**src/rtl/msrs_pkg.sv**
```systemverilog
// Shared types and constants for the meter smoother with running statistics.
// No dependencies; imported by every module of the block.
package msrs_pkg;

    localparam int STAT_CHANNELS    = 10;
    localparam int COUNT_BITS       = 16;
    localparam int SMOOTHED_METRICS = 5;
    localparam int LVL_SLOTS        = 8;

    localparam logic [2:0] LVL_PRE   = 3'd5;
    localparam logic [2:0] LVL_POST  = 3'd6;
    localparam logic [2:0] LVL_SCORE = 3'd7;

    localparam logic [16:0] ONE_Q16 = 17'd65536;

    localparam int STAT_IDX_W = (STAT_CHANNELS > 1) ? $clog2(STAT_CHANNELS) : 1;
    localparam int DEN_W      = COUNT_BITS + 1;
    localparam int NUM_W      = ((COUNT_BITS > 18) ? COUNT_BITS : 18) + 1;
    localparam int DIV_CNT_W  = $clog2(NUM_W + 1);

    localparam int PADDR_W = 3;
    localparam logic [0:0] REG_RISE = 1'b0;
    localparam logic [0:0] REG_FALL = 1'b1;
    localparam logic [15:0] RISE_RESET = 16'd18350;
    localparam logic [15:0] FALL_RESET = 16'd7864;

    typedef struct packed {
        logic capture;
        logic mul;
        logic upd;
        logic second;
        logic div_start;
        logic stat_wr;
        logic out_load;
    } msrs_cmd_t;

    typedef struct packed {
        logic div_busy;
        logic is_post;
    } msrs_status_t;

endpackage

```
**src/rtl/msrs_regs.sv**
```systemverilog
// APB-style configuration registers: rise and fall smoothing coefficients.
// Depends on msrs_pkg.
module msrs_regs (
    input  logic                          aclk,
    input  logic                          aresetn,
    input  logic                          psel,
    input  logic                          penable,
    input  logic                          pwrite,
    input  logic [msrs_pkg::PADDR_W-1:0]  paddr,
    input  logic [31:0]                   pwdata,
    output logic [31:0]                   prdata,
    output logic                          pready,
    output logic [15:0]                   rise_alpha,
    output logic [15:0]                   fall_alpha
);
    import msrs_pkg::*;

    logic [15:0] rise_reg, rise_next;
    logic [15:0] fall_reg, fall_next;
    logic        wr_en;

    assign wr_en  = psel && penable && pwrite;
    assign pready = 1'b1;

    always_comb begin
        rise_next = rise_reg;
        fall_next = fall_reg;
        if (wr_en) begin
            case (paddr[2:2])
                REG_RISE: rise_next = pwdata[15:0];
                REG_FALL: fall_next = pwdata[15:0];
                default: ;
            endcase
        end
    end

    always_comb begin
        case (paddr[2:2])
            REG_RISE: prdata = {16'd0, rise_reg};
            REG_FALL: prdata = {16'd0, fall_reg};
            default:  prdata = 32'd0;
        endcase
    end

    always_ff @(posedge aclk) begin
        if (!aresetn) begin
            rise_reg <= RISE_RESET;
            fall_reg <= FALL_RESET;
        end else begin
            rise_reg <= rise_next;
            fall_reg <= fall_next;
        end
    end

    assign rise_alpha = rise_reg;
    assign fall_alpha = fall_reg;

endmodule

```
**src/rtl/msrs_div.sv**
```systemverilog
// Restoring divider, one quotient bit per cycle, for the running-mean step.
// Depends on msrs_pkg.
module msrs_div (
    input  logic                        aclk,
    input  logic                        aresetn,
    input  logic                        start,
    input  logic [msrs_pkg::NUM_W-1:0]  num,
    input  logic [msrs_pkg::DEN_W-1:0]  den,
    output logic                        busy,
    output logic [msrs_pkg::NUM_W-1:0]  quo
);
    import msrs_pkg::*;

    logic [DIV_CNT_W-1:0] cnt_reg, cnt_next;
    logic [DEN_W-1:0]     rem_reg, rem_next;
    logic [NUM_W-1:0]     quo_reg, quo_next;
    logic [DEN_W-1:0]     den_reg, den_next;
    logic [DEN_W:0]       rem_sh;
    logic                 fits;

    assign rem_sh = {rem_reg, quo_reg[NUM_W-1]};
    assign fits   = rem_sh >= {1'b0, den_reg};

    always_comb begin
        cnt_next = cnt_reg;
        rem_next = rem_reg;
        quo_next = quo_reg;
        den_next = den_reg;
        if (start) begin
            cnt_next = DIV_CNT_W'(NUM_W);
            rem_next = '0;
            quo_next = num;
            den_next = den;
        end else if (cnt_reg != '0) begin
            cnt_next = cnt_reg - DIV_CNT_W'(1);
            rem_next = fits ? DEN_W'(rem_sh - {1'b0, den_reg}) : rem_sh[DEN_W-1:0];
            quo_next = {quo_reg[NUM_W-2:0], fits};
        end
    end

    always_ff @(posedge aclk) begin
        if (!aresetn) begin
            cnt_reg <= '0;
        end else begin
            cnt_reg <= cnt_next;
        end
        rem_reg <= rem_next;
        quo_reg <= quo_next;
        den_reg <= den_next;
    end

    assign busy = cnt_reg != '0;
    assign quo  = quo_reg;

    a_start_busy: assert property (@(posedge aclk) disable iff (!aresetn)
        start |=> busy)
        else $error("divider not busy after start");

endmodule

```
**src/rtl/msrs_dp.sv**
```systemverilog
// Datapath: channel state, shared smoother multiplier, stats update, result register.
// Depends on msrs_pkg and msrs_div.
module msrs_dp (
    input  logic                    aclk,
    input  logic                    aresetn,
    input  msrs_pkg::msrs_cmd_t     cmd,
    output msrs_pkg::msrs_status_t  status,
    input  logic [3:0]              s_channel,
    input  logic signed [23:0]      s_sample,
    input  logic signed [23:0]      s_overall_score,
    input  logic [15:0]             rise_alpha,
    input  logic [15:0]             fall_alpha,
    output logic [3:0]              m_channel_echo,
    output logic signed [23:0]      m_smoothed_level,
    output logic signed [23:0]      m_score_level,
    output logic [16:0]             m_stat_min,
    output logic [16:0]             m_stat_max,
    output logic [16:0]             m_stat_mean,
    output logic [15:0]             m_sample_count
);
    import msrs_pkg::*;

    localparam logic [COUNT_BITS-1:0] CNT_MAX = {COUNT_BITS{1'b1}};

    logic [3:0]               ch_reg;
    logic signed [23:0]       smp_reg;
    logic signed [23:0]       ovr_reg;
    logic signed [23:0]       lvl_reg [LVL_SLOTS];
    logic [16:0]              min_reg [STAT_CHANNELS];
    logic [16:0]              max_reg [STAT_CHANNELS];
    logic [16:0]              mean_reg [STAT_CHANNELS];
    logic [COUNT_BITS-1:0]    cnt_reg [STAT_CHANNELS];
    logic signed [41:0]       prod_reg, prod_next;

    logic [3:0]               ch_out_reg;
    logic signed [23:0]       lvl_out_reg;
    logic signed [23:0]       score_out_reg;
    logic [16:0]              min_out_reg;
    logic [16:0]              max_out_reg;
    logic [16:0]              mean_out_reg;
    logic [15:0]              cnt_out_reg;

    logic [4:0]               ch_ext;
    logic                     metric, is_pre, is_post, smooth_en;
    logic signed [23:0]       target, level;
    logic [2:0]               slot;
    logic signed [24:0]       diff;
    logic [15:0]              alpha;
    logic signed [41:0]       rnd;
    logic [25:0]              lvl_sum;
    logic signed [23:0]       lvl_next;

    logic [STAT_IDX_W-1:0]    idx;
    logic [16:0]              v, min_old, max_old, mean_old, ad, q, mean_upd;
    logic [16:0]              min_next, max_next, mean_next;
    logic [COUNT_BITS-1:0]    cnt_old, n_new;
    logic                     first, d_neg;
    logic [NUM_W-1:0]         div_num, div_quo;
    logic [DEN_W-1:0]         div_den;
    logic                     div_busy;
    logic [31:0]              cnt_ext;

    assign ch_ext    = {1'b0, ch_reg};
    assign metric    = ch_ext < 5'(STAT_CHANNELS);
    assign is_pre    = ch_ext == 5'(STAT_CHANNELS);
    assign is_post   = ch_ext == 5'(STAT_CHANNELS + 1);
    assign smooth_en = (metric && ch_ext < 5'(SMOOTHED_METRICS)) || is_pre || is_post;
    assign target    = ((is_pre || is_post) && !(smp_reg > 24'sd0)) ? ovr_reg : smp_reg;

    always_comb begin
        if (cmd.second) begin
            slot = LVL_SCORE;
        end else if (is_pre) begin
            slot = LVL_PRE;
        end else if (is_post) begin
            slot = LVL_POST;
        end else begin
            slot = ch_reg[2:0];
        end
    end

    assign level     = lvl_reg[slot];
    assign diff      = 25'(target) - 25'(level);
    assign alpha     = (target > level) ? rise_alpha : fall_alpha;
    assign prod_next = diff * $signed({1'b0, alpha});
    assign rnd       = prod_reg + 42'sd32768;
    assign lvl_sum   = 26'(level) + rnd[41:16];
    assign lvl_next  = lvl_sum[23:0];

    // running statistics
    assign idx = metric ? ch_reg[STAT_IDX_W-1:0] : '0;

    always_comb begin
        if (smp_reg < 24'sd0) begin
            v = '0;
        end else if (smp_reg > 24'sd65536) begin
            v = ONE_Q16;
        end else begin
            v = smp_reg[16:0];
        end
    end

    assign cnt_old  = cnt_reg[idx];
    assign min_old  = min_reg[idx];
    assign max_old  = max_reg[idx];
    assign mean_old = mean_reg[idx];
    assign first    = cnt_old == '0;
    assign n_new    = first ? COUNT_BITS'(1)
                    : ((cnt_old == CNT_MAX) ? cnt_old : cnt_old + COUNT_BITS'(1));
    assign d_neg    = v < mean_old;
    assign ad       = d_neg ? mean_old - v : v - mean_old;
    assign div_num  = (NUM_W'(ad) << 1) + NUM_W'(n_new);
    assign div_den  = {n_new, 1'b0};
    assign q        = div_quo[16:0];
    assign mean_upd = d_neg ? mean_old - q : mean_old + q;

    assign min_next  = (first || v < min_old) ? v : min_old;
    assign max_next  = (first || v > max_old) ? v : max_old;
    assign mean_next = first ? v : mean_upd;
    assign cnt_ext   = 32'(cnt_old);

    msrs_div u_div (
        .aclk    (aclk),
        .aresetn (aresetn),
        .start   (cmd.div_start),
        .num     (div_num),
        .den     (div_den),
        .busy    (div_busy),
        .quo     (div_quo)
    );

    always_ff @(posedge aclk) begin
        if (cmd.capture) begin
            ch_reg  <= s_channel;
            smp_reg <= s_sample;
            ovr_reg <= s_overall_score;
        end
        if (cmd.mul) begin
            prod_reg <= prod_next;
        end
        if (cmd.out_load) begin
            ch_out_reg    <= ch_reg;
            lvl_out_reg   <= smooth_en ? level : 24'sd0;
            score_out_reg <= lvl_reg[LVL_SCORE];
            min_out_reg   <= metric ? min_old : '0;
            max_out_reg   <= metric ? max_old : '0;
            mean_out_reg  <= metric ? mean_old : '0;
            cnt_out_reg   <= metric ? cnt_ext[15:0] : '0;
        end
    end

    always_ff @(posedge aclk) begin
        if (!aresetn) begin
            for (int i = 0; i < LVL_SLOTS; i++) begin
                lvl_reg[i] <= '0;
            end
            for (int i = 0; i < STAT_CHANNELS; i++) begin
                min_reg[i]  <= '0;
                max_reg[i]  <= '0;
                mean_reg[i] <= '0;
                cnt_reg[i]  <= '0;
            end
        end else begin
            if (cmd.upd && smooth_en) begin
                lvl_reg[slot] <= lvl_next;
            end
            if (cmd.stat_wr && metric) begin
                min_reg[idx]  <= min_next;
                max_reg[idx]  <= max_next;
                mean_reg[idx] <= mean_next;
                cnt_reg[idx]  <= n_new;
            end
        end
    end

    assign status.div_busy = div_busy;
    assign status.is_post  = is_post;

    assign m_channel_echo   = ch_out_reg;
    assign m_smoothed_level = lvl_out_reg;
    assign m_score_level    = score_out_reg;
    assign m_stat_min       = min_out_reg;
    assign m_stat_max       = max_out_reg;
    assign m_stat_mean      = mean_out_reg;
    assign m_sample_count   = cnt_out_reg;

endmodule

```
**src/rtl/msrs_ctrl.sv**
```systemverilog
// Sequencer: input/output handshake and step order of the datapath.
// Depends on msrs_pkg.
module msrs_ctrl (
    input  logic                    aclk,
    input  logic                    aresetn,
    input  logic                    s_valid,
    output logic                    s_ready,
    output logic                    m_valid,
    input  logic                    m_ready,
    output msrs_pkg::msrs_cmd_t     cmd,
    input  msrs_pkg::msrs_status_t  status
);
    import msrs_pkg::*;

    typedef enum logic [6:0] {
        ST_IDLE = 7'b0000001,
        ST_MUL  = 7'b0000010,
        ST_UPD  = 7'b0000100,
        ST_MUL2 = 7'b0001000,
        ST_UPD2 = 7'b0010000,
        ST_WB   = 7'b0100000,
        ST_OUT  = 7'b1000000
    } state_t;

    state_t state_reg, state_next;
    logic   m_valid_reg, m_valid_next;

    always_comb begin
        state_next = state_reg;
        cmd        = '0;
        case (state_reg)
            ST_IDLE: begin
                if (s_valid) begin
                    cmd.capture = 1'b1;
                    state_next  = ST_MUL;
                end
            end
            ST_MUL: begin
                cmd.mul       = 1'b1;
                cmd.div_start = 1'b1;
                state_next    = ST_UPD;
            end
            ST_UPD: begin
                cmd.upd    = 1'b1;
                state_next = status.is_post ? ST_MUL2 : ST_WB;
            end
            ST_MUL2: begin
                cmd.mul    = 1'b1;
                cmd.second = 1'b1;
                state_next = ST_UPD2;
            end
            ST_UPD2: begin
                cmd.upd    = 1'b1;
                cmd.second = 1'b1;
                state_next = ST_WB;
            end
            ST_WB: begin
                if (!status.div_busy) begin
                    cmd.stat_wr = 1'b1;
                    state_next  = ST_OUT;
                end
            end
            ST_OUT: begin
                if (!m_valid_reg || m_ready) begin
                    cmd.out_load = 1'b1;
                    state_next   = ST_IDLE;
                end
            end
            default: state_next = ST_IDLE;
        endcase
    end

    always_comb begin
        if (cmd.out_load) begin
            m_valid_next = 1'b1;
        end else if (m_ready) begin
            m_valid_next = 1'b0;
        end else begin
            m_valid_next = m_valid_reg;
        end
    end

    always_ff @(posedge aclk) begin
        if (!aresetn) begin
            state_reg   <= ST_IDLE;
            m_valid_reg <= 1'b0;
        end else begin
            state_reg   <= state_next;
            m_valid_reg <= m_valid_next;
        end
    end

    assign s_ready = state_reg == ST_IDLE;
    assign m_valid = m_valid_reg;

    a_load_free: assert property (@(posedge aclk) disable iff (!aresetn)
        cmd.out_load |-> (!m_valid_reg || m_ready))
        else $error("result register overwritten before it was taken");

    a_wb_div_done: assert property (@(posedge aclk) disable iff (!aresetn)
        cmd.stat_wr |-> !status.div_busy)
        else $error("stats written while divider busy");

    a_accept_seq: assert property (@(posedge aclk) disable iff (!aresetn)
        (s_valid && s_ready) |=> (state_reg == ST_MUL && !s_ready))
        else $error("accepted word not started");

endmodule

```
**src/rtl/meter_smoother_with_running_stats_core.sv**
```systemverilog
// Top level of the meter smoother with running min/max/mean statistics.
// Depends on msrs_pkg, msrs_regs, msrs_ctrl, msrs_dp (and msrs_div below it).
//
//   channel   direction  handshake               payload
//   s_        in         s_valid / s_ready       channel, sample, overall_score
//   m_        out        m_valid / m_ready       channel_echo, levels, min/max/mean, count
//   apb       in         psel, penable, pready   rise_alpha @0x0, fall_alpha @0x4
//
// One word at a time: a word is accepted only once the last result is loaded, at a pace
// set by the 19-step restoring divider of the mean update. A word on the post-score
// channel adds a second pass of the shared smoother multiplier (hidden behind the divider).
// Synchronous active-low reset clears all channel state; a stalled result waits in
// the output register while the next word is accepted and processed.
module meter_smoother_with_running_stats_core (
    input  logic                          aclk,
    input  logic                          aresetn,
    input  logic                          s_valid,
    output logic                          s_ready,
    input  logic [3:0]                    s_channel,
    input  logic signed [23:0]            s_sample,
    input  logic signed [23:0]            s_overall_score,
    output logic                          m_valid,
    input  logic                          m_ready,
    output logic [3:0]                    m_channel_echo,
    output logic signed [23:0]            m_smoothed_level,
    output logic signed [23:0]            m_score_level,
    output logic [16:0]                   m_stat_min,
    output logic [16:0]                   m_stat_max,
    output logic [16:0]                   m_stat_mean,
    output logic [15:0]                   m_sample_count,
    input  logic                          psel,
    input  logic                          penable,
    input  logic                          pwrite,
    input  logic [msrs_pkg::PADDR_W-1:0]  paddr,
    input  logic [31:0]                   pwdata,
    output logic [31:0]                   prdata,
    output logic                          pready
);
    import msrs_pkg::*;

    msrs_cmd_t    cmd;
    msrs_status_t status;
    logic [15:0]  rise_alpha;
    logic [15:0]  fall_alpha;

    msrs_regs u_regs (
        .aclk       (aclk),
        .aresetn    (aresetn),
        .psel       (psel),
        .penable    (penable),
        .pwrite     (pwrite),
        .paddr      (paddr),
        .pwdata     (pwdata),
        .prdata     (prdata),
        .pready     (pready),
        .rise_alpha (rise_alpha),
        .fall_alpha (fall_alpha)
    );

    msrs_ctrl u_ctrl (
        .aclk    (aclk),
        .aresetn (aresetn),
        .s_valid (s_valid),
        .s_ready (s_ready),
        .m_valid (m_valid),
        .m_ready (m_ready),
        .cmd     (cmd),
        .status  (status)
    );

    msrs_dp u_dp (
        .aclk             (aclk),
        .aresetn          (aresetn),
        .cmd              (cmd),
        .status           (status),
        .s_channel        (s_channel),
        .s_sample         (s_sample),
        .s_overall_score  (s_overall_score),
        .rise_alpha       (rise_alpha),
        .fall_alpha       (fall_alpha),
        .m_channel_echo   (m_channel_echo),
        .m_smoothed_level (m_smoothed_level),
        .m_score_level    (m_score_level),
        .m_stat_min       (m_stat_min),
        .m_stat_max       (m_stat_max),
        .m_stat_mean      (m_stat_mean),
        .m_sample_count   (m_sample_count)
    );

endmodule

```
**config.mk**
```make
export PLATFORM = sky130hd
export DESIGN_NAME = meter_smoother_with_running_stats_core
export DESIGN_NICKNAME = d
export VERILOG_FILES = /design/src/rtl/msrs_pkg.sv /design/src/rtl/msrs_regs.sv /design/src/rtl/msrs_div.sv /design/src/rtl/msrs_dp.sv /design/src/rtl/msrs_ctrl.sv /design/src/rtl/meter_smoother_with_running_stats_core.sv
export SDC_FILE = /design/constraint.sdc
export NUM_CORES = 2
export LEC_CHECK = 0
export BUFFER_PORTS_ARGS = -buffer_cell sky130_fd_sc_hd__buf_2
export CORE_MARGIN = 2
export CORE_UTILIZATION = 47
export DETAILED_ROUTE_END_ITERATION = 6
export HOLD_SLACK_MARGIN = 0.05
export MAX_ROUTING_LAYER = met4
export PLACE_DENSITY = 0.64
export RECOVER_POWER = 50
export SETUP_SLACK_MARGIN = 0.1
export SYNTH_ARGS = -nofsm -noshare
export SYNTH_HDL_FRONTEND = slang
export SYNTH_SLANG_ARGS = --single-unit
```
**constraint.sdc**
```tcl
create_clock -name aclk -period 36.5 [get_ports aclk]
set_input_delay 10.95 -clock aclk [delete_from_list [all_inputs] [get_ports aclk]]
set_output_delay 10.95 -clock aclk [all_outputs]
set_load 0.05 [all_outputs]
```
==> flow_summary.ini <==
[clock_tree]
clkTransAtPathRegs_ns = 0.06
clock_latency_ns = 0.80
cts_tree = done
cts-htree-levels = 4
cts_resized = 0
postCtsSetupBuffers = 0
clockBufferDepth = 3
cts.hold.buffers_added = 0
cts_sinks = 1167
cts_root_buf = clkbuf_16
cts_made_buffers = 130

[worst_setup_path]
start_kind = input port
path_class = in2out
arrival_ns = 12.02
crit_slowest_cell = buf_2
critPathTopFamily = buffers and inverters
worst-path-max-fanout = 19
cp_data_required_time_ns = 25.55
setup.worst_path.end_class = primary output
critPathMaxStageDelay_ns = 0.44
critical_path.cell_chain = buf_2 > mux2_2 > buf_2
crit_path_frequent_cell = buf_2
crit_buf_inv = 2

[synthesis]
ys.flop_type = edfxtp_1
synth.distinct_cells = 85
synth_area_per_cell_um2 = 10.8
synth_seq_area_share_pct = 48.7
yosysWarningCount = 0
ys_top_cells_by_area = edfxtp_1 47%, fa_1 11%, nor2_1 6.6%, ha_1 4.6%, nand2_1 3.5%
synth_seq_cells = 1167
async_flop_share_pct = 0
synth_common_cells = 1,239 x nor2_1, 1,105 x edfxtp_1, 662 x nand2_1
syn_area_um2 = 70700
synth_top_cell_by_area = edfxtp_1
synth.most_common_cell = nor2_1
yosys.area.top_type_share_pct = 47.0
synth-edff-count = 1105
netlist_instances = 6522

[global_route]
grt_first_pass_wirelength_um = 313000
grt_pass1_vias = 49700
grt_max_degree = 67
overflow = 0
antenna_found_initial = 8
grt_use_total_pct = 28.4

[sta]
worst_clock_skew_ns = 0.0362
rsz0062_at_grt = false
slew_headroom_pct = -178
hold_slack_ns = 0.439
hold_viol_final = 0
fin_crit_ns = 22.97
timing.setup.tns_ns = 0
max_freq_ghz = 0.0435
fin_ws_ns = 13.53
worst_pin_slew_ns = 4.17
drv_slew = 1259
fin_crit_sh_pct = 62.9
setup_viol_count_final = 0

[cells_and_area]
multi_input_area_um2 = 32700
area_growth_pct = 10.5
drive_above_1_share_pct = 9.95
seq_area_um2 = 34400
fin_cells = 8809
num-fill-cells = 13200
final_nets = 7423
largest_register_ffs = 192

[drt]
vias_per_cell = 5.72
num_vias = 50400
drc = 0
firstDrtPassIters = 6
drt-initial-drc-count = 5150
antenna_left = 0
wl_per_cell_um = 24.0
wirelength_um = 211000

[die]
die_h_um = 392
rows = 142
core_region_area_um2 = 150000
die_w_um = 392
die_area_um2 = 153000
io_pins = 248
start_util_pct = 47.2

[job]
cap_violations = 39

[run_status]
status = finished with violations
failed_checks = capacitance limit, slew limit

[placement]
portBuffers = 212
place_hpwl_um = 141000
placedCellCount = 8567
post-place-ws_ns = 13.50
gp_congestion = 0.925

[min_path]
min_path_type = reg2reg
-- worst reg2reg max path, delay by kind of cell, from the launching register on --
kind,cells,cell delay (ns)
AOI/OAI and AO/OA,16,4.25
adders and majority gates,2,1.06
xor gates and xnor gates,2,0.36
buffers and inverters,5,9.47
and+or+nand+nor,2,0.16
muxes,2,1.20
DFF,1,0.49
-- layout by cell type (no fill, tap or decap), types with 166 or more instances in the layout --
master,instances
a21oi_1,283
clkbuf_1,166
edfxtp_1,1105
fa_1,384
ha_1,262
inv_1,601
mux2i_1,168
nand2_1,657
nor2_1,1235
o21ai_0,186
-- layout make-up --
| type | instances | share of cell area (%) |
|---|---|---|
| clock buffer | 160 | 4.39 |
| sequential | 1167 | 44.1 |
| tap | 2016 | 3.23 |
| clock inverter | 76 | 1.08 |
| inverter | 602 | 2.89 |
| multi-input combinational | 4418 | 41.9 |
| timing repair buffer | 364 | 2.42 |
| antenna | 6 | 0.0192 |
-- kinds of logic (layout without fill, tap and decap cells) --
kind of cell,count (synthesis),in the layout,share of synthesized area [%]
mux,378,378,6.70
buf+inv,964,1202,5.37
fa+ha+maj,646,646,15.5
simple gates,2327,2327,13.8
other cells,2,35,0.0106
xor+xnor,206,206,2.55
flops,1167,1167,48.7
compound gates,832,832,7.38
-- stage by stage --
step	instance area (µm²)	util, %
4_1_cts	78600	52.5
6_report	78100	52.2
2_1_floorplan	70800	-
3_5_place_dp	74300	49.7
3_3_place_gp	74300	49.7
5_1_grt	78100	52.2
-- path summary, 6_finish.rpt --
check | startpoint | endpoint | slack (ns) | cells past startpoint
setup / recovery | paddr[2] | prdata[6] | 13.53 | 3
hold / removal | u_dp.lvl_reg[7][21] | u_dp.m_score_level[21] | 0.44 | 0
setup reg to reg | u_dp.ch_reg[0] | u_dp.mean_reg[3][16] | 19.13 | 29
hold reg to reg | u_dp.lvl_reg[7][21] | u_dp.m_score_level[21] | 0.44 | 0
-- routing by layer --
metal | vias up | global-route usage (%) | routed length, µm
met1 | 25100 | 37.9 | 87900
li1 | 22500 | - | -
met3 | 396 | 7.53 | 22200
met4 | 0 | 9.22 | 6970
met2 | 2395 | 42.3 | 94100
met5 | - | - | 0
Power is left out: the tool's default activity adds up to more than one toggle a clock period on the data nets, which glitch-free logic cannot reach.
